--- src/rtl/ps2mct_pkg.sv ---
// Shared types and constants for the PS/2 mouse packet cursor tracker.
// No dependencies; every other file of the block but ps2mct_obuf imports this package.
package ps2mct_pkg;

  localparam int BYTE_W    = 8;
  localparam int LIMIT_W   = 10;
  localparam int BTN_W     = 3;
  localparam int WHEEL_W   = 4;
  localparam int CFG_IDX_W = 2;

  // Bit positions inside the first byte of a packet
  localparam int HEAD_SYNC_BIT = 3;
  localparam int X_SIGN_BIT    = 4;
  localparam int Y_SIGN_BIT    = 5;

  // Reset values
  localparam logic [LIMIT_W-1:0] X_LIMIT_RST = LIMIT_W'(317);
  localparam logic [LIMIT_W-1:0] Y_LIMIT_RST = LIMIT_W'(249);
  localparam int POS_X_RST = 150;
  localparam int POS_Y_RST = 120;

  // Action codes of an input beat
  localparam logic ACT_BYTE    = 1'b0;
  localparam logic ACT_TIMEOUT = 1'b1;

  // Configuration register indexes
  typedef enum logic [CFG_IDX_W-1:0] {
    CFG_WHEEL_MODE = 2'd0,
    CFG_X_LIMIT    = 2'd1,
    CFG_Y_LIMIT    = 2'd2
  } cfg_idx_t;

  // Packet byte position, one-hot
  typedef enum logic [3:0] {
    ST_HEAD  = 4'b0001,
    ST_DX    = 4'b0010,
    ST_DY    = 4'b0100,
    ST_WHEEL = 4'b1000
  } pkt_state_t;

  // Configuration seen by the packet datapath
  typedef struct packed {
    logic               wheel_mode;
    logic [LIMIT_W-1:0] x_limit;
    logic [LIMIT_W-1:0] y_limit;
  } cfg_t;

endpackage

--- src/rtl/ps2mct_cfg.sv ---
// Configuration register file of the PS/2 mouse cursor tracker.
// Depends on ps2mct_pkg for the register indexes and the cfg_t struct.
module ps2mct_cfg (
  input  logic                                   clk,
  input  logic                                   rst_n,
  input  logic                                   cfg_valid,
  output logic                                   cfg_ready,
  input  logic [ps2mct_pkg::CFG_IDX_W-1:0]       cfg_index,
  input  logic [ps2mct_pkg::LIMIT_W-1:0]         cfg_data,
  output ps2mct_pkg::cfg_t                       cfg_o
);
  import ps2mct_pkg::*;

  cfg_t cfg_r, cfg_nxt;

  // Always ready: a write is registered in cfg_r
  assign cfg_ready = 1'b1;

  // Decode the register index; unknown indexes are dropped
  always_comb begin
    cfg_nxt = cfg_r;
    if (cfg_valid) begin
      unique case (cfg_index)
        CFG_WHEEL_MODE: cfg_nxt.wheel_mode = cfg_data[0];
        CFG_X_LIMIT:    cfg_nxt.x_limit    = cfg_data;
        CFG_Y_LIMIT:    cfg_nxt.y_limit    = cfg_data;
        default:        cfg_nxt            = cfg_r;
      endcase
    end
  end

  always_ff @(posedge clk) begin
    if (!rst_n) begin
      cfg_r.wheel_mode <= 1'b0;
      cfg_r.x_limit    <= X_LIMIT_RST;
      cfg_r.y_limit    <= Y_LIMIT_RST;
    end else begin
      cfg_r <= cfg_nxt;
    end
  end

  assign cfg_o = cfg_r;

endmodule

--- src/rtl/ps2mct_asm.sv ---
// Packet assembly and cursor update of the PS/2 mouse cursor tracker.
// Depends on ps2mct_pkg; consumes one beat per cycle and flags a finished packet.
module ps2mct_asm #(
  parameter int POS_WIDTH = 10
) (
  input  logic                                 clk,
  input  logic                                 rst_n,
  input  logic                                 beat_i,
  input  logic                                 action_i,
  input  logic [ps2mct_pkg::BYTE_W-1:0]        rx_byte_i,
  input  ps2mct_pkg::cfg_t                     cfg_i,
  output logic                                 res_valid_o,
  output logic [ps2mct_pkg::BTN_W-1:0]         res_buttons_o,
  output logic [POS_WIDTH-1:0]                 res_x_o,
  output logic [POS_WIDTH-1:0]                 res_y_o,
  output logic [ps2mct_pkg::WHEEL_W-1:0]       res_wheel_o
);
  import ps2mct_pkg::*;

  // Signed working width: covers the position, the limit and a 9-bit delta
  localparam int SW = ((POS_WIDTH > LIMIT_W) ? POS_WIDTH : LIMIT_W) + 2;
  localparam logic signed [SW-1:0] PosMax = {{(SW-POS_WIDTH){1'b0}}, {POS_WIDTH{1'b1}}};

  pkt_state_t          state_r, state_nxt;
  logic [BYTE_W-1:0]   head_r, head_nxt;
  logic [BYTE_W-1:0]   dx_r, dx_nxt;
  logic [BYTE_W-1:0]   dy_r, dy_nxt;
  logic [POS_WIDTH-1:0] pos_x_r, pos_x_nxt;
  logic [POS_WIDTH-1:0] pos_y_r, pos_y_nxt;
  logic [WHEEL_W-1:0]  wheel_r, wheel_nxt;
  logic [BTN_W-1:0]    btn_r, btn_nxt;

  logic                finish;
  logic [BYTE_W-1:0]   dy_src;
  logic signed [8:0]   dx9, dy9;
  logic signed [SW-1:0] sum_x, sum_y;
  logic [POS_WIDTH-1:0] new_x, new_y;

  function automatic logic [POS_WIDTH-1:0] clamp_pos(input logic signed [SW-1:0] v,
                                                    input logic [LIMIT_W-1:0] lim);
    logic signed [SW-1:0] hi;
    logic signed [SW-1:0] c;
    begin
      hi = signed'(SW'(lim));
      if (hi > PosMax) hi = PosMax;
      c = v;
      if (c < 0)  c = '0;
      if (c > hi) c = hi;
      return c[POS_WIDTH-1:0];
    end
  endfunction

  // Deltas: the third byte may be arriving in this very beat
  assign dy_src = (state_r == ST_DY) ? rx_byte_i : dy_r;
  assign dx9    = signed'({head_r[X_SIGN_BIT], dx_r});
  assign dy9    = signed'({head_r[Y_SIGN_BIT], dy_src});
  assign sum_x  = signed'(SW'(pos_x_r)) + SW'(dx9);
  assign sum_y  = signed'(SW'(pos_y_r)) - SW'(dy9);
  assign new_x  = clamp_pos(sum_x, cfg_i.x_limit);
  assign new_y  = clamp_pos(sum_y, cfg_i.y_limit);

  // Advance the packet state on each beat
  always_comb begin
    state_nxt = state_r;
    head_nxt  = head_r;
    dx_nxt    = dx_r;
    dy_nxt    = dy_r;
    pos_x_nxt = pos_x_r;
    pos_y_nxt = pos_y_r;
    wheel_nxt = wheel_r;
    btn_nxt   = btn_r;
    finish    = 1'b0;
    if (beat_i) begin
      if (action_i == ACT_TIMEOUT) begin
        // drop any partial packet
        state_nxt = ST_HEAD;
      end else begin
        unique case (state_r)
          ST_HEAD: begin
            if (rx_byte_i[HEAD_SYNC_BIT]) begin
              head_nxt  = rx_byte_i;
              state_nxt = ST_DX;
            end
          end
          ST_DX: begin
            dx_nxt    = rx_byte_i;
            state_nxt = ST_DY;
          end
          ST_DY: begin
            dy_nxt = rx_byte_i;
            if (cfg_i.wheel_mode) begin
              state_nxt = ST_WHEEL;
            end else begin
              finish    = 1'b1;
              state_nxt = ST_HEAD;
            end
          end
          ST_WHEEL: begin
            finish    = 1'b1;
            wheel_nxt = wheel_r + rx_byte_i[WHEEL_W-1:0];
            state_nxt = ST_HEAD;
          end
          default: state_nxt = ST_HEAD;
        endcase
        if (finish) begin
          btn_nxt   = head_r[BTN_W-1:0];
          pos_x_nxt = new_x;
          pos_y_nxt = new_y;
        end
      end
    end
  end

  // Control state and cursor state are reset; captured bytes are not
  always_ff @(posedge clk) begin
    if (!rst_n) begin
      state_r <= ST_HEAD;
      pos_x_r <= POS_WIDTH'(POS_X_RST);
      pos_y_r <= POS_WIDTH'(POS_Y_RST);
      wheel_r <= '0;
      btn_r   <= '0;
    end else begin
      state_r <= state_nxt;
      pos_x_r <= pos_x_nxt;
      pos_y_r <= pos_y_nxt;
      wheel_r <= wheel_nxt;
      btn_r   <= btn_nxt;
    end
  end

  always_ff @(posedge clk) begin
    head_r <= head_nxt;
    dx_r   <= dx_nxt;
    dy_r   <= dy_nxt;
  end

  // Result of the beat that closes a packet
  assign res_valid_o   = finish;
  assign res_buttons_o = btn_nxt;
  assign res_x_o       = pos_x_nxt;
  assign res_y_o       = pos_y_nxt;
  assign res_wheel_o   = wheel_nxt;

endmodule

--- src/rtl/ps2mct_obuf.sv ---
// Result register with a skid stage for the PS/2 mouse cursor tracker.
// Generic over payload width; no package dependency.
module ps2mct_obuf #(
  parameter int WIDTH = 27
) (
  input  logic             clk,
  input  logic             rst_n,
  input  logic             push_i,
  input  logic [WIDTH-1:0] push_data_i,
  output logic             full_o,
  output logic             out_valid,
  input  logic             out_stall,
  output logic [WIDTH-1:0] out_data
);

  logic             main_valid_r, main_valid_nxt;
  logic             skid_valid_r, skid_valid_nxt;
  logic [WIDTH-1:0] main_r, main_nxt;
  logic [WIDTH-1:0] skid_r, skid_nxt;
  logic             pop;

  assign pop = main_valid_r && !out_stall;

  // Move beats: skid refills the output register, new beats fill the first free slot
  always_comb begin
    main_valid_nxt = main_valid_r;
    skid_valid_nxt = skid_valid_r;
    main_nxt       = main_r;
    skid_nxt       = skid_r;
    if (pop) begin
      if (skid_valid_r) begin
        main_nxt       = skid_r;
        skid_valid_nxt = 1'b0;
      end else if (push_i) begin
        main_nxt = push_data_i;
      end else begin
        main_valid_nxt = 1'b0;
      end
    end else if (push_i) begin
      if (!main_valid_r) begin
        main_nxt       = push_data_i;
        main_valid_nxt = 1'b1;
      end else begin
        skid_nxt       = push_data_i;
        skid_valid_nxt = 1'b1;
      end
    end
  end

  always_ff @(posedge clk) begin
    if (!rst_n) begin
      main_valid_r <= 1'b0;
      skid_valid_r <= 1'b0;
    end else begin
      main_valid_r <= main_valid_nxt;
      skid_valid_r <= skid_valid_nxt;
    end
  end

  always_ff @(posedge clk) begin
    main_r <= main_nxt;
    skid_r <= skid_nxt;
  end

  assign full_o    = skid_valid_r;
  assign out_valid = main_valid_r;
  assign out_data  = main_r;

endmodule

--- src/rtl/ps2_mouse_packet_cursor_tracker_core.sv ---
// PS/2 mouse packet decoder with cursor tracking. Each input beat is a received
// mouse byte or a receive-gap timeout; the block takes one beat per clock cycle
// while in_stall is low and emits one result beat (buttons, clamped cursor X/Y,
// wheel count) for every complete 3-byte packet, or 4-byte packet in wheel mode.
// The result is registered in the output buffer when the closing byte is accepted.
// A result register plus one skid entry sit on the output, so beats keep flowing
// while one result waits; in_stall rises only when both entries hold undelivered
// results. Configuration writes are registered (cfg_ready is always high) and
// belong in idle time. Depends on ps2mct_pkg, ps2mct_cfg, ps2mct_asm and ps2mct_obuf.
module ps2_mouse_packet_cursor_tracker_core #(
  parameter int POS_WIDTH = 10
) (
  input  logic                                 clk,
  input  logic                                 rst_n,
  input  logic                                 in_valid,
  output logic                                 in_stall,
  input  logic                                 in_action,
  input  logic [ps2mct_pkg::BYTE_W-1:0]        in_rx_byte,
  output logic                                 out_valid,
  input  logic                                 out_stall,
  output logic [ps2mct_pkg::BTN_W-1:0]         out_buttons,
  output logic [POS_WIDTH-1:0]                 out_cursor_x,
  output logic [POS_WIDTH-1:0]                 out_cursor_y,
  output logic [ps2mct_pkg::WHEEL_W-1:0]       out_wheel_count,
  input  logic                                 cfg_valid,
  output logic                                 cfg_ready,
  input  logic [ps2mct_pkg::CFG_IDX_W-1:0]     cfg_index,
  input  logic [ps2mct_pkg::LIMIT_W-1:0]       cfg_data
);
  import ps2mct_pkg::*;

  localparam int RES_W = BTN_W + 2 * POS_WIDTH + WHEEL_W;

  cfg_t                 cfg;
  logic                 beat;
  logic                 res_valid;
  logic [BTN_W-1:0]     res_buttons;
  logic [POS_WIDTH-1:0] res_x;
  logic [POS_WIDTH-1:0] res_y;
  logic [WHEEL_W-1:0]   res_wheel;
  logic                 obuf_full;
  logic [RES_W-1:0]     out_data;

  assign beat     = in_valid && !in_stall;
  assign in_stall = obuf_full;

  ps2mct_cfg u_cfg (
    .clk       (clk),
    .rst_n     (rst_n),
    .cfg_valid (cfg_valid),
    .cfg_ready (cfg_ready),
    .cfg_index (cfg_index),
    .cfg_data  (cfg_data),
    .cfg_o     (cfg)
  );

  ps2mct_asm #(.POS_WIDTH(POS_WIDTH)) u_asm (
    .clk           (clk),
    .rst_n         (rst_n),
    .beat_i        (beat),
    .action_i      (in_action),
    .rx_byte_i     (in_rx_byte),
    .cfg_i         (cfg),
    .res_valid_o   (res_valid),
    .res_buttons_o (res_buttons),
    .res_x_o       (res_x),
    .res_y_o       (res_y),
    .res_wheel_o   (res_wheel)
  );

  ps2mct_obuf #(.WIDTH(RES_W)) u_obuf (
    .clk         (clk),
    .rst_n       (rst_n),
    .push_i      (res_valid),
    .push_data_i ({res_buttons, res_x, res_y, res_wheel}),
    .full_o      (obuf_full),
    .out_valid   (out_valid),
    .out_stall   (out_stall),
    .out_data    (out_data)
  );

  // Unpack the result beat
  assign out_buttons     = out_data[RES_W-1 -: BTN_W];
  assign out_cursor_x    = out_data[WHEEL_W + 2*POS_WIDTH - 1 -: POS_WIDTH];
  assign out_cursor_y    = out_data[WHEEL_W + POS_WIDTH - 1 -: POS_WIDTH];
  assign out_wheel_count = out_data[WHEEL_W-1:0];

endmodule

--- config.mk ---
export PLATFORM = sky130hd
export DESIGN_NAME = ps2_mouse_packet_cursor_tracker_core
export DESIGN_NICKNAME = d
export VERILOG_FILES = /design/src/rtl/ps2mct_pkg.sv /design/src/rtl/ps2mct_cfg.sv /design/src/rtl/ps2mct_asm.sv /design/src/rtl/ps2mct_obuf.sv /design/src/rtl/ps2_mouse_packet_cursor_tracker_core.sv
export SDC_FILE = /design/constraint.sdc
export NUM_CORES = 1
export LEC_CHECK = 0
export BUFFER_PORTS_ARGS = -buffer_cell sky130_fd_sc_hd__buf_4
export CAP_MARGIN = 15
export CORE_ASPECT_RATIO = 0.6
export CORE_MARGIN = 4
export CORE_UTILIZATION = 30
export DETAILED_ROUTE_END_ITERATION = 6
export PLACE_DENSITY = 0.54
export SLEW_MARGIN = 30
export SYNTH_ARGS = -nofsm -noshare
export SYNTH_HDL_FRONTEND = slang
export SYNTH_HIERARCHICAL = 1
export SYNTH_SLANG_ARGS = --single-unit
--- constraint.sdc ---
create_clock -name clk -period 6.77 [get_ports clk]
set_clock_uncertainty 0.1 [all_clocks]
set_input_delay 1.0155 -clock clk [delete_from_list [all_inputs] [get_ports clk]]
set_output_delay 1.0155 -clock clk [all_outputs]
set_load 0.01 [all_outputs]
==> results of run 1 <==
-- synthesized netlist by cell type, drive strengths merged (4+ instances only) --
cell type and number:
a211o 4, a211oi 4, a21o 10, a21oi 37, a31oi 5, and2 20, buf 12, clkbuf 11
dfxtp 54, edfxtp 75, ha 43, inv 48, mux2 30, mux2i 39, nand2 49, nand2b 9
nand3 5, nand3b 4, nand4b 5, nor2 35, nor2b 19, nor3 11, nor3b 4, o211ai 9
o21a 11, o21ai 29, xnor2 8, xor2 7
-- sequential cells by signal (all words and copies together) (netlist names), 4 cells and up --
register	flops
u_asm/dx_r	8
u_asm/dy_r	8
u_asm/head_r	5
u_asm/pos_x_r	10
u_asm/pos_y_r	10
u_asm/state_r	4
u_asm/wheel_r	4
u_cfg/cfg_o	21
u_obuf/out_data	27
u_obuf/skid_r	27
-- metrics by stage --
| stage | power (mW) | utilization, % | setup slack (ns) | hold slack [ns] | std cells |
|---|---|---|---|---|---|
| after floorplan | 0.9349 | - | 1.393 | 0.3347 | 643 |
| after global placement | 0.9778 | 33.64 | 0.8412 | 0.3484 | 998 |
| after detailed placement | 0.9781 | 33.68 | 0.7515 | 0.3561 | 998 |
| after CTS | 1.895 | 36.15 | 0.9791 | 0.3673 | 1030 |
| after global routing | 1.948 | 36.15 | 0.4650 | 0.4006 | 1030 |
| final | 1.868 | 36.15 | 0.9616 | 0.3655 | 1030 |
-- cells by family after synthesis --
family | count (synthesis)
fa+ha+maj | 46
simple gates | 178
flops | 129
buf+inv | 71
xor+xnor | 15
compound gates | 134
mux | 69
other cells | 1
-- layer usage --
| layer | part of all wire, % | routed length (µm) | vias up |
|---|---|---|---|
| li1 | - | - | 2450 |
| met1 | 57 | 10150 | 2280 |
| met2 | 39 | 6910 | 72 |
| met3 | 3.7 | 667 | 10 |
| met4 | 0.62 | 110 | 0 |
| met5 | 0 | 0 | - |
-- final timing paths --
check                   start            endpoint  cells past startpoint  slack (ns)
min           u_cfg/cfg_o[19]     u_cfg/cfg_o[19]                      2        0.37
min reg2reg   u_cfg/cfg_o[19]     u_cfg/cfg_o[19]                      2        0.37
max reg2reg  u_asm/state_r[2]  u_obuf/out_data[9]                     20        0.96
max          u_asm/state_r[2]  u_obuf/out_data[9]                     20        0.96
-- power by group --
group	leakage, nW	total, mW	switching, mW	internal, mW
combinational	2.13	0.123	0.0710	0.0522
sequential	1.11	0.839	0.00768	0.831
clock	0.274	0.906	0.390	0.516
-- layout make-up --
| class | count | area share, % |
|---|---|---|
| Clock inverter | 15 | 1.761 |
| Tap cell | 315 | 4.702 |
| Inverter | 48 | 2.150 |
| Clock buffer | 17 | 5.075 |
| Multi-Input combinational cell | 443 | 40.90 |
| Timing Repair Buffer | 63 | 5.643 |
| Sequential cell | 129 | 39.77 |
-- worst max-delay path, stage by stage (launching register included) --
cell and delay, ns:
dfxtp_1 0.49, nor4b_4 0.33, buf_4 0.26, mux2i_1 0.25
ha_1 0.27, a21oi_1 0.13, o21ai_0 0.42, and4b_1 0.29
nor3_2 0.51, nor3_1 0.18, ha_1 0.33, a21o_1 0.16
a21o_1 0.17, a211o_1 0.28, o211ai_1 0.10, a32oi_1 0.09
a221oi_2 0.22, buf_4 0.25, mux2i_1 0.30, o21ai_1 0.13
mux2_4 0.26
==> flow_summary_export.csv, run 1 <==
group,metric,value,unit
outcome,status,"complete, no violations",
global_routing,met3_usage,3.349,%
clock_network,clk_latency,0.42,ns
finish,drive_gt1_share,19.72,%
synth,yosys.area.top_type,"edfxtp_1",
pwr,vdd_drop_max,0.0001236,V
synth,synthSimpleGateAreaFrac,13.43,%
synth,synth-seq-cells,129,
synth,muxShareOfSynthArea,11.54,%
finish,final_common_cell,"edfxtp_1",
timing,max_slew_margin,42.86,%
timing,rsz0062_at_grt,"false",
synth,ys_seq_area_share,46.95,%
finish,final_area,0.008382,mm²
clock_network,cts_tree,"built",
timing,timing.final.crit_share,85.80,%
setup_path,critical_path_arrival,5.88,ns
synth,synthAdderAreaFrac,8.424,%
placed_design,postPlaceCellArea,0.007809,mm²
pwr,power.density,222.9,mW/mm²
synth,synth_xor_xnor_area_share,1.851,%
timing,worstMarginPinSlew,0.8562,ns
clock_network,cts_root_buf,"clkbuf_16",
placed_design,io_buffers,54,
setup_path,crit_fanout,10,
floorplan,rows,43,
clock_network,cts.repair.resized,0,
finish,nFillCells,2289,
finish,area_growth,18.06,%
detailed_routing,drt_iter0_markers,282,
clock_network,cts_hold_buf,0,
placed_design,gp_congestion,0.9005,
global_routing,grt_use_met1,22.81,%
synth,netlist.area_leader.share,31.72,%
detailed_routing,post_drt_wl_per_cell,17.32,µm
clock_network,h-tree-depth,4,
setup_path,crit_required,6.84,ns
finish,regArea,0.003333,mm²
detailed_routing,drt-pass1-iter-count,5,
floorplan,core,0.02319,mm²
finish,n_antenna_cell,0,
synth,syn-num-nets,715,
job,cap_violations,0,
synth,syn_inst,643,
detailed_routing,drc_errors,0,
setup_path,start_kind,"flop",
timing,hold_viol_final,0,
global_routing,grt_overflow,0,
global_routing,grt-busiest-layer,"met1",
placed_design,dp_hpwl,13.17,mm
synth,ys_types,72,
synth,synth-main-ff-cell,"edfxtp_1",
timing,setup_tns,0,ns
synth,synth_compound_area_share,12.71,%
floorplan,start_util,30.62,%
synth,synth_edf_count,75,
synth,synth.avg_cell_area,11.04,µm²
global_routing,gr-usage-met2,18.09,%
timing,max_clock_freq,0.1722,GHz
min_path,hp-class,"reg -> reg",
detailed_routing,ant_nets,0,
synth,syn_area,0.007099,mm²
synth,yosys_warnings,6,
timing,slew_viol_final,0,
global_routing,grt_pass1_wl,27.86,mm
floorplan,fp.dieH,127.2,µm
global_routing,gr-usage-all-layers,13.98,%
synth,synthArstFlopShare,0,%
floorplan,die_area,0.02627,mm²
finish,final_nets,774,
setup_path,crit_path_end_kind,"flop",
detailed_routing,drt_wl_total,17.84,mm
clock_network,cts_sinks,129,
clock_network,postCtsSetupRepairBufs,0,
timing,final.min_clock_period,5.808,ns
synth,synth_top_family_by_area,"simple AND/OR/NAND/NOR gates",
detailed_routing,via_per_inst,4.672,
clock_network,path_clk_slew,0.06,ns
floorplan,die_w,206.6,µm
synth,synthTopCellsByArea,"edfxtp_1 (32%), dfxtp_1 (15%), ha_1 (7.6%)",
clock_network,cts_buffer_depth,2,
global_routing,grt_start_max_net_pins,66,
global_routing,antenna_found_initial,0,
timing,finalSetupViolations,0,
detailed_routing,vias,4812,
pwr,p_leak,3.507,nW
clock_network,cts_made_buffers,17,
finish,multi_input_comb_area,0.003428,mm²
floorplan,ios,56,
setup_path,crit_type,"reg -> reg",
global_routing,grt_pass1_vias,4674,
finish,final_cell_mix,"edfxtp_1 (75), buf_4 (63), dfxtp_1 (54), nand2_1 (49), inv_1 (48)",
Note: power is estimated with default switching activity, not from simulation.
==> run 2, diff against run 1 <==
--- a/config.mk
+++ b/config.mk
@@ -10,8 +10,9 @@
 export CORE_ASPECT_RATIO = 0.6
 export CORE_MARGIN = 4
 export CORE_UTILIZATION = 30
+export CTS_CLUSTER_SIZE = 40
 export DETAILED_ROUTE_END_ITERATION = 6
-export PLACE_DENSITY = 0.54
+export PLACE_DENSITY_LB_ADDON = 0.3
 export SLEW_MARGIN = 30
 export SYNTH_ARGS = -nofsm -noshare
 export SYNTH_HDL_FRONTEND = slang
==> flow_summary_export.csv, run 2 (synthesized netlist as in run 1, its figures left out) <==
group,metric,value,unit
floorplan,rows,43,
clock_network,postCtsSetupRepairBufs,0,
finish,final_cells,1030,
timing,final.min_clock_period,5.943,ns
global_routing,grt_pass1_vias,4715,
floorplan,die_area,0.02627,mm²
outcome,status,"complete, no violations",
global_routing,gr-usage-all-layers,13.79,%
finish,final_nets,774,
setup_path,r2r_slack,0.83,ns
finish,nFillCells,2279,
finish,final_cell_mix,"edfxtp_1 (75), buf_4 (63), dfxtp_1 (54), nand2_1 (49), inv_1 (48)",
timing,worstMarginPinSlew,0.8576,ns
detailed_routing,drt_iter0_markers,436,
timing,hold_viol_final,0,
min_path,worstHoldStart,"u_cfg/cfg_o[19]",
floorplan,start_util,30.62,%
global_routing,grt_overflow,0,
detailed_routing,drt_wl_total,17.77,mm
clock_network,cts.repair.resized,0,
global_routing,antenna_found_initial,0,
timing,finalSetupViolations,0,
finish,final_area,0.008433,mm²
timing,worst_hold_slack,0.3664,ns
finish,area_growth,18.79,%
timing,max_slew_margin,42.76,%
floorplan,die_w,206.6,µm
setup_path,crit_required,6.84,ns
min_path,hold_depth,2,
placed_design,gp_congestion,0.9094,
clock_network,cts_tree,"built",
global_routing,grt_start_max_net_pins,66,
clock_network,cts_root_buf,"clkbuf_16",
placed_design,dp_hpwl,12.93,mm
setup_path,crit_path_end_kind,"flop",
clock_network,path_clk_slew,0.07,ns
timing,slew_viol_final,0,
detailed_routing,drc_errors,0,
timing,timing.final.crit_share,87.78,%
min_path,hp-class,"reg -> reg",
clock_network,cts_made_buffers,17,
timing,setup_tns,0,ns
clock_network,cts_sinks,129,
global_routing,grt_pass1_wl,27.55,mm
pwr,p_leak,3.536,nW
pwr,vdd_drop_max,0.0001120,V
finish,drive_gt1_share,19.72,%
placed_design,place_inst,998,
pwr,power.density,230.9,mW/mm²
detailed_routing,via_per_inst,4.800,
placed_design,postPlaceCellArea,0.007809,mm²
setup_path,ff2ff_path_depth,19,
min_path,worst_hold_path.endpoint,"u_cfg/cfg_o[19]",
detailed_routing,drt-pass1-iter-count,5,
setup_path,crit_type,"reg -> reg",
clock_network,cts_buffer_depth,2,
timing,max_clock_freq,0.1683,GHz
clock_network,clk_latency,0.43,ns
detailed_routing,vias,4944,
floorplan,fp.dieH,127.2,µm
floorplan,ios,56,
setup_path,start_kind,"flop",
floorplan,core,0.02319,mm²
setup_path,r2r-end,"u_obuf/out_data[7]",
placed_design,io_buffers,54,
detailed_routing,ant_nets,0,
setup_path,critical_path_arrival,6.01,ns
clock_network,h-tree-depth,4,
timing,rsz0062_at_grt,"false",
setup_path,r2r-start,"u_asm/state_r[2]",
setup_path,crit_fanout,10,
clock_network,cts_hold_buf,0,
finish,final_common_cell,"edfxtp_1",
finish,n_antenna_cell,0,
detailed_routing,post_drt_wl_per_cell,17.25,µm
job,cap_violations,0,
-- run 2: how the worst max path moves through the flow --
stage | from | slack [ns] | cells past startpoint | end
final | u_asm/state_r[2] | 0.83 | 19 | u_obuf/out_data[7]
after global routing | u_asm/state_r[2] | 0.39 | 19 | u_obuf/out_data[4]
after CTS | u_asm/state_r[2] | 0.90 | 19 | u_obuf/out_data[6]
after floorplan | in_rx_byte[1] | 1.39 | 19 | u_obuf/out_data[11]
after global placement | in_rx_byte[1] | 1.10 | 21 | u_obuf/out_data[9]
after detailed placement | in_rx_byte[1] | 0.95 | 21 | u_obuf/out_data[6]
-- run 2: report_power, final --
group	leakage (nW)	switching, mW	internal, mW
clock	0.303	0.393	0.592
sequential	1.11	0.00726	0.831
combinational	2.13	0.0708	0.0523
total	3.54	0.471	1.48
-- run 2: area by class of cell --
cell class	instances	area, µm²	area share, %
Timing Repair Buffer	63	473.0	5.608
Sequential cell	129	3333	39.53
Tap cell	315	394.1	4.674
Clock inverter	15	198.9	2.359
Clock buffer	17	425.4	5.045
Inverter	48	180.2	2.137
Multi-Input combinational cell	443	3428	40.65
-- run 2: per-layer routing --
| metal | global-route usage, % | share of wire [%] | up-vias |
|---|---|---|---|
| li1 | - | - | 2465 |
| met1 | 21.75 | 54 | 2355 |
| met2 | 18.38 | 40 | 108 |
| met3 | 3.983 | 5.4 | 16 |
| met4 | 2.815 | 0.81 | 0 |
| met5 | 0 | 0 | - |
-- run 2: stage by stage --
step / setup WS [ns] / utilization (%) / power [mW]
floorplan: 1.393 / - / 0.9349
detailed placement: 0.9489 / 33.68 / 0.9775
CTS: 0.9003 / 36.37 / 1.968
global placement: 1.101 / 33.64 / 0.9778
finish: 0.8274 / 36.37 / 1.947
global route: 0.3910 / 36.37 / 2.019
-- run 2: worst max-delay path, stage by stage (launching register included) --
cell and delay (ns):
dfxtp_1 0.50, nor4b_4 0.55, mux2i_1 0.32, ha_1 0.28
a21oi_1 0.15, o21ai_0 0.47, and4b_1 0.29, nor3_2 0.54
nor3_1 0.19, ha_1 0.33, a21o_1 0.16, a21o_1 0.17
a211o_1 0.30, o211ai_1 0.10, a32oi_1 0.10, a221oi_2 0.23
buf_4 0.23, mux2i_1 0.27, o21ai_1 0.13, mux2_4 0.28
==> run 3, diff against run 2 <==
--- a/config.mk
+++ b/config.mk
@@ -9,7 +9,7 @@
 export CAP_MARGIN = 15
 export CORE_ASPECT_RATIO = 0.6
 export CORE_MARGIN = 4
-export CORE_UTILIZATION = 30
+export CORE_UTILIZATION = 55
 export CTS_CLUSTER_SIZE = 40
 export DETAILED_ROUTE_END_ITERATION = 6
 export PLACE_DENSITY_LB_ADDON = 0.3
==> constraint.sdc (replaced) <==
create_clock -name clk -period 5.93 [get_ports clk]
set_clock_uncertainty 0.1 [all_clocks]
set_input_delay 0.8895 -clock clk [delete_from_list [all_inputs] [get_ports clk]]
set_output_delay 0.8895 -clock clk [all_outputs]
set_load 0.01 [all_outputs]
==> flow_summary_export.csv, run 3 (synthesized netlist as in run 1, its figures left out) <==
group,metric,value,unit
timing,slew_viol_final,0,
timing,rsz0062_at_grt,"false",
setup_path,crit_fanout,11,
setup_path,start_kind,"flop",
finish,drive_gt1_share,20.58,%
pwr,p_leak,3.560,nW
global_routing,antenna_found_initial,0,
setup_path,critical_path_arrival,5.70,ns
clock_network,h-tree-depth,4,
min_path,hp-class,"reg -> reg",
timing,worstMarginPinSlew,0.7851,ns
setup_path,r2r-start,"u_asm/state_r[0]",
setup_path,crit_type,"reg -> reg",
finish,area_growth,16.58,%
clock_network,cts_tree,"built",
detailed_routing,drt_wl_total,17.14,mm
finish,final_common_cell,"edfxtp_1",
min_path,worstHoldStart,"u_cfg/cfg_o[19]",
global_routing,grt_overflow,0,
setup_path,crit_required,6.00,ns
timing,finalSetupViolations,0,
clock_network,cts_root_buf,"clkbuf_16",
floorplan,core,0.01233,mm²
pwr,vdd_drop_max,0.0002369,V
detailed_routing,drt_iter0_markers,421,
timing,final.min_clock_period,5.630,ns
finish,final_nets,778,
clock_network,path_clk_slew,0.06,ns
detailed_routing,vias,5203,
global_routing,grt_start_max_net_pins,66,
timing,worst_hold_slack,0.3672,ns
placed_design,place_ws,0.1159,ns
clock_network,clk_latency,0.41,ns
detailed_routing,drt-pass1-iter-count,5,
clock_network,cts_buffer_depth,2,
timing,setup_ws,0.2995,ns
detailed_routing,post_drt_wl_per_cell,19.38,µm
job,cap_violations,0,
pwr,p_total,2.182,mW
placed_design,dp_hpwl,12.08,mm
floorplan,die_area,0.01485,mm²
placed_design,gp_congestion,0.9098,
clock_network,cts_sinks,129,
finish,nFillCells,915,
timing,max_slew_margin,46.31,%
timing,setup_tns,0,ns
global_routing,grt_pass1_vias,5032,
finish,n_antenna_cell,0,
floorplan,ios,56,
detailed_routing,ant_nets,0,
outcome,status,"complete, no violations",
setup_path,crit_path_end_kind,"flop",
placed_design,io_buffers,54,
setup_path,crit_start,"u_asm/state_r[0]",
clock_network,cts_hold_buf,0,
global_routing,gr-usage-all-layers,23.44,%
floorplan,start_util,57.56,%
timing,timing.final.crit_share,94.95,%
clock_network,cts_made_buffers,17,
detailed_routing,via_per_inst,5.886,
floorplan,die_w,154.7,µm
timing,hold_viol_final,0,
global_routing,grt_pass1_wl,26.73,mm
floorplan,rows,31,
pwr,power.density,263.6,mW/mm²
finish,final_area,0.008277,mm²
detailed_routing,drc_errors,0,
placed_design,postPlaceCellArea,0.007620,mm²
finish,final_cell_mix,"edfxtp_1 (75), buf_4 (65), dfxtp_1 (53), nand2_1 (49), inv_1 (48)",
timing,max_clock_freq,0.1776,GHz
floorplan,fp.dieH,96.01,µm
-- run 3: cell types whose count changed in the layout (fill, tap and decap cells not counted), moves of 2 or more --
cell / previous run / this run
inv_8: 2 / 4
clkinv_4: 4 / 2
buf_4: 63 / 65
mux2i_1: 37 / 35
mux2i_2: 1 / 3
-- run 3: worst max-delay path, stage by stage (launching register included) --
cell	delay (ns)
dfxtp_1	0.36
nor4b_4	0.28
buf_4	0.19
mux2i_2	0.30
ha_1	0.28
nor2b_1	0.14
o31a_1	0.31
o31ai_4	0.24
a31oi_1	0.21
a211oi_2	0.26
buf_4	0.22
nor3_1	0.09
ha_1	0.32
a21o_1	0.17
a21o_1	0.18
a211o_1	0.29
o211ai_1	0.15
a32oi_1	0.13
a221oi_2	0.23
buf_6	0.23
mux2i_1	0.29
a21oi_1	0.13
mux2_4	0.28
-- run 3: final timing paths --
kind	endpoint	slack [ns]	depth (start not counted)
setup reg to reg	u_obuf/out_data[12]	0.30	22
hold / removal	u_cfg/cfg_o[19]	0.37	2
setup / recovery	u_obuf/out_data[12]	0.30	22
hold reg to reg	u_cfg/cfg_o[19]	0.37	2
-- run 3: power breakdown --
| part | leakage [nW] | internal [mW] | switching (mW) |
|---|---|---|---|
| sequential | 1.11 | 0.949 | 0.00864 |
| clock | 0.304 | 0.641 | 0.440 |
| combinational | 2.15 | 0.0604 | 0.0819 |
-- run 3: area by class of cell --
type | instances | area [µm²] | share of cell area [%]
Clock buffer | 17 | 425.4 | 5.140
Clock inverter | 15 | 187.7 | 2.268
Inverter | 48 | 180.2 | 2.177
Multi-Input combinational cell | 444 | 3443 | 41.60
Sequential cell | 129 | 3334 | 40.29
Tap cell | 165 | 206.4 | 2.494
Timing Repair Buffer | 66 | 499.2 | 6.032
-- run 3: timing repair --
action,in CTS,in global routing
endpoints found under the setup margin,0,20
resized for setup,0,7
setup buffers,0,1
-- run 3: routing by layer --
metal / track usage (%) / wire length (µm) / vias up
met1: 33.65 / 8180 / 2513
met5: 0 / 0 / -
met3: 3.998 / 1069 / 31
met4: 8.376 / 322 / 0
li1: - / - / 2466
met2: 36.18 / 7563 / 193
-- run 3: through the flow --
step                utilization [%]  instances
finish                        67.10        884
global route                  67.10        884
CTS                           66.75        882
detailed placement            61.78        850
global placement              61.78        850
floorplan                         -        643
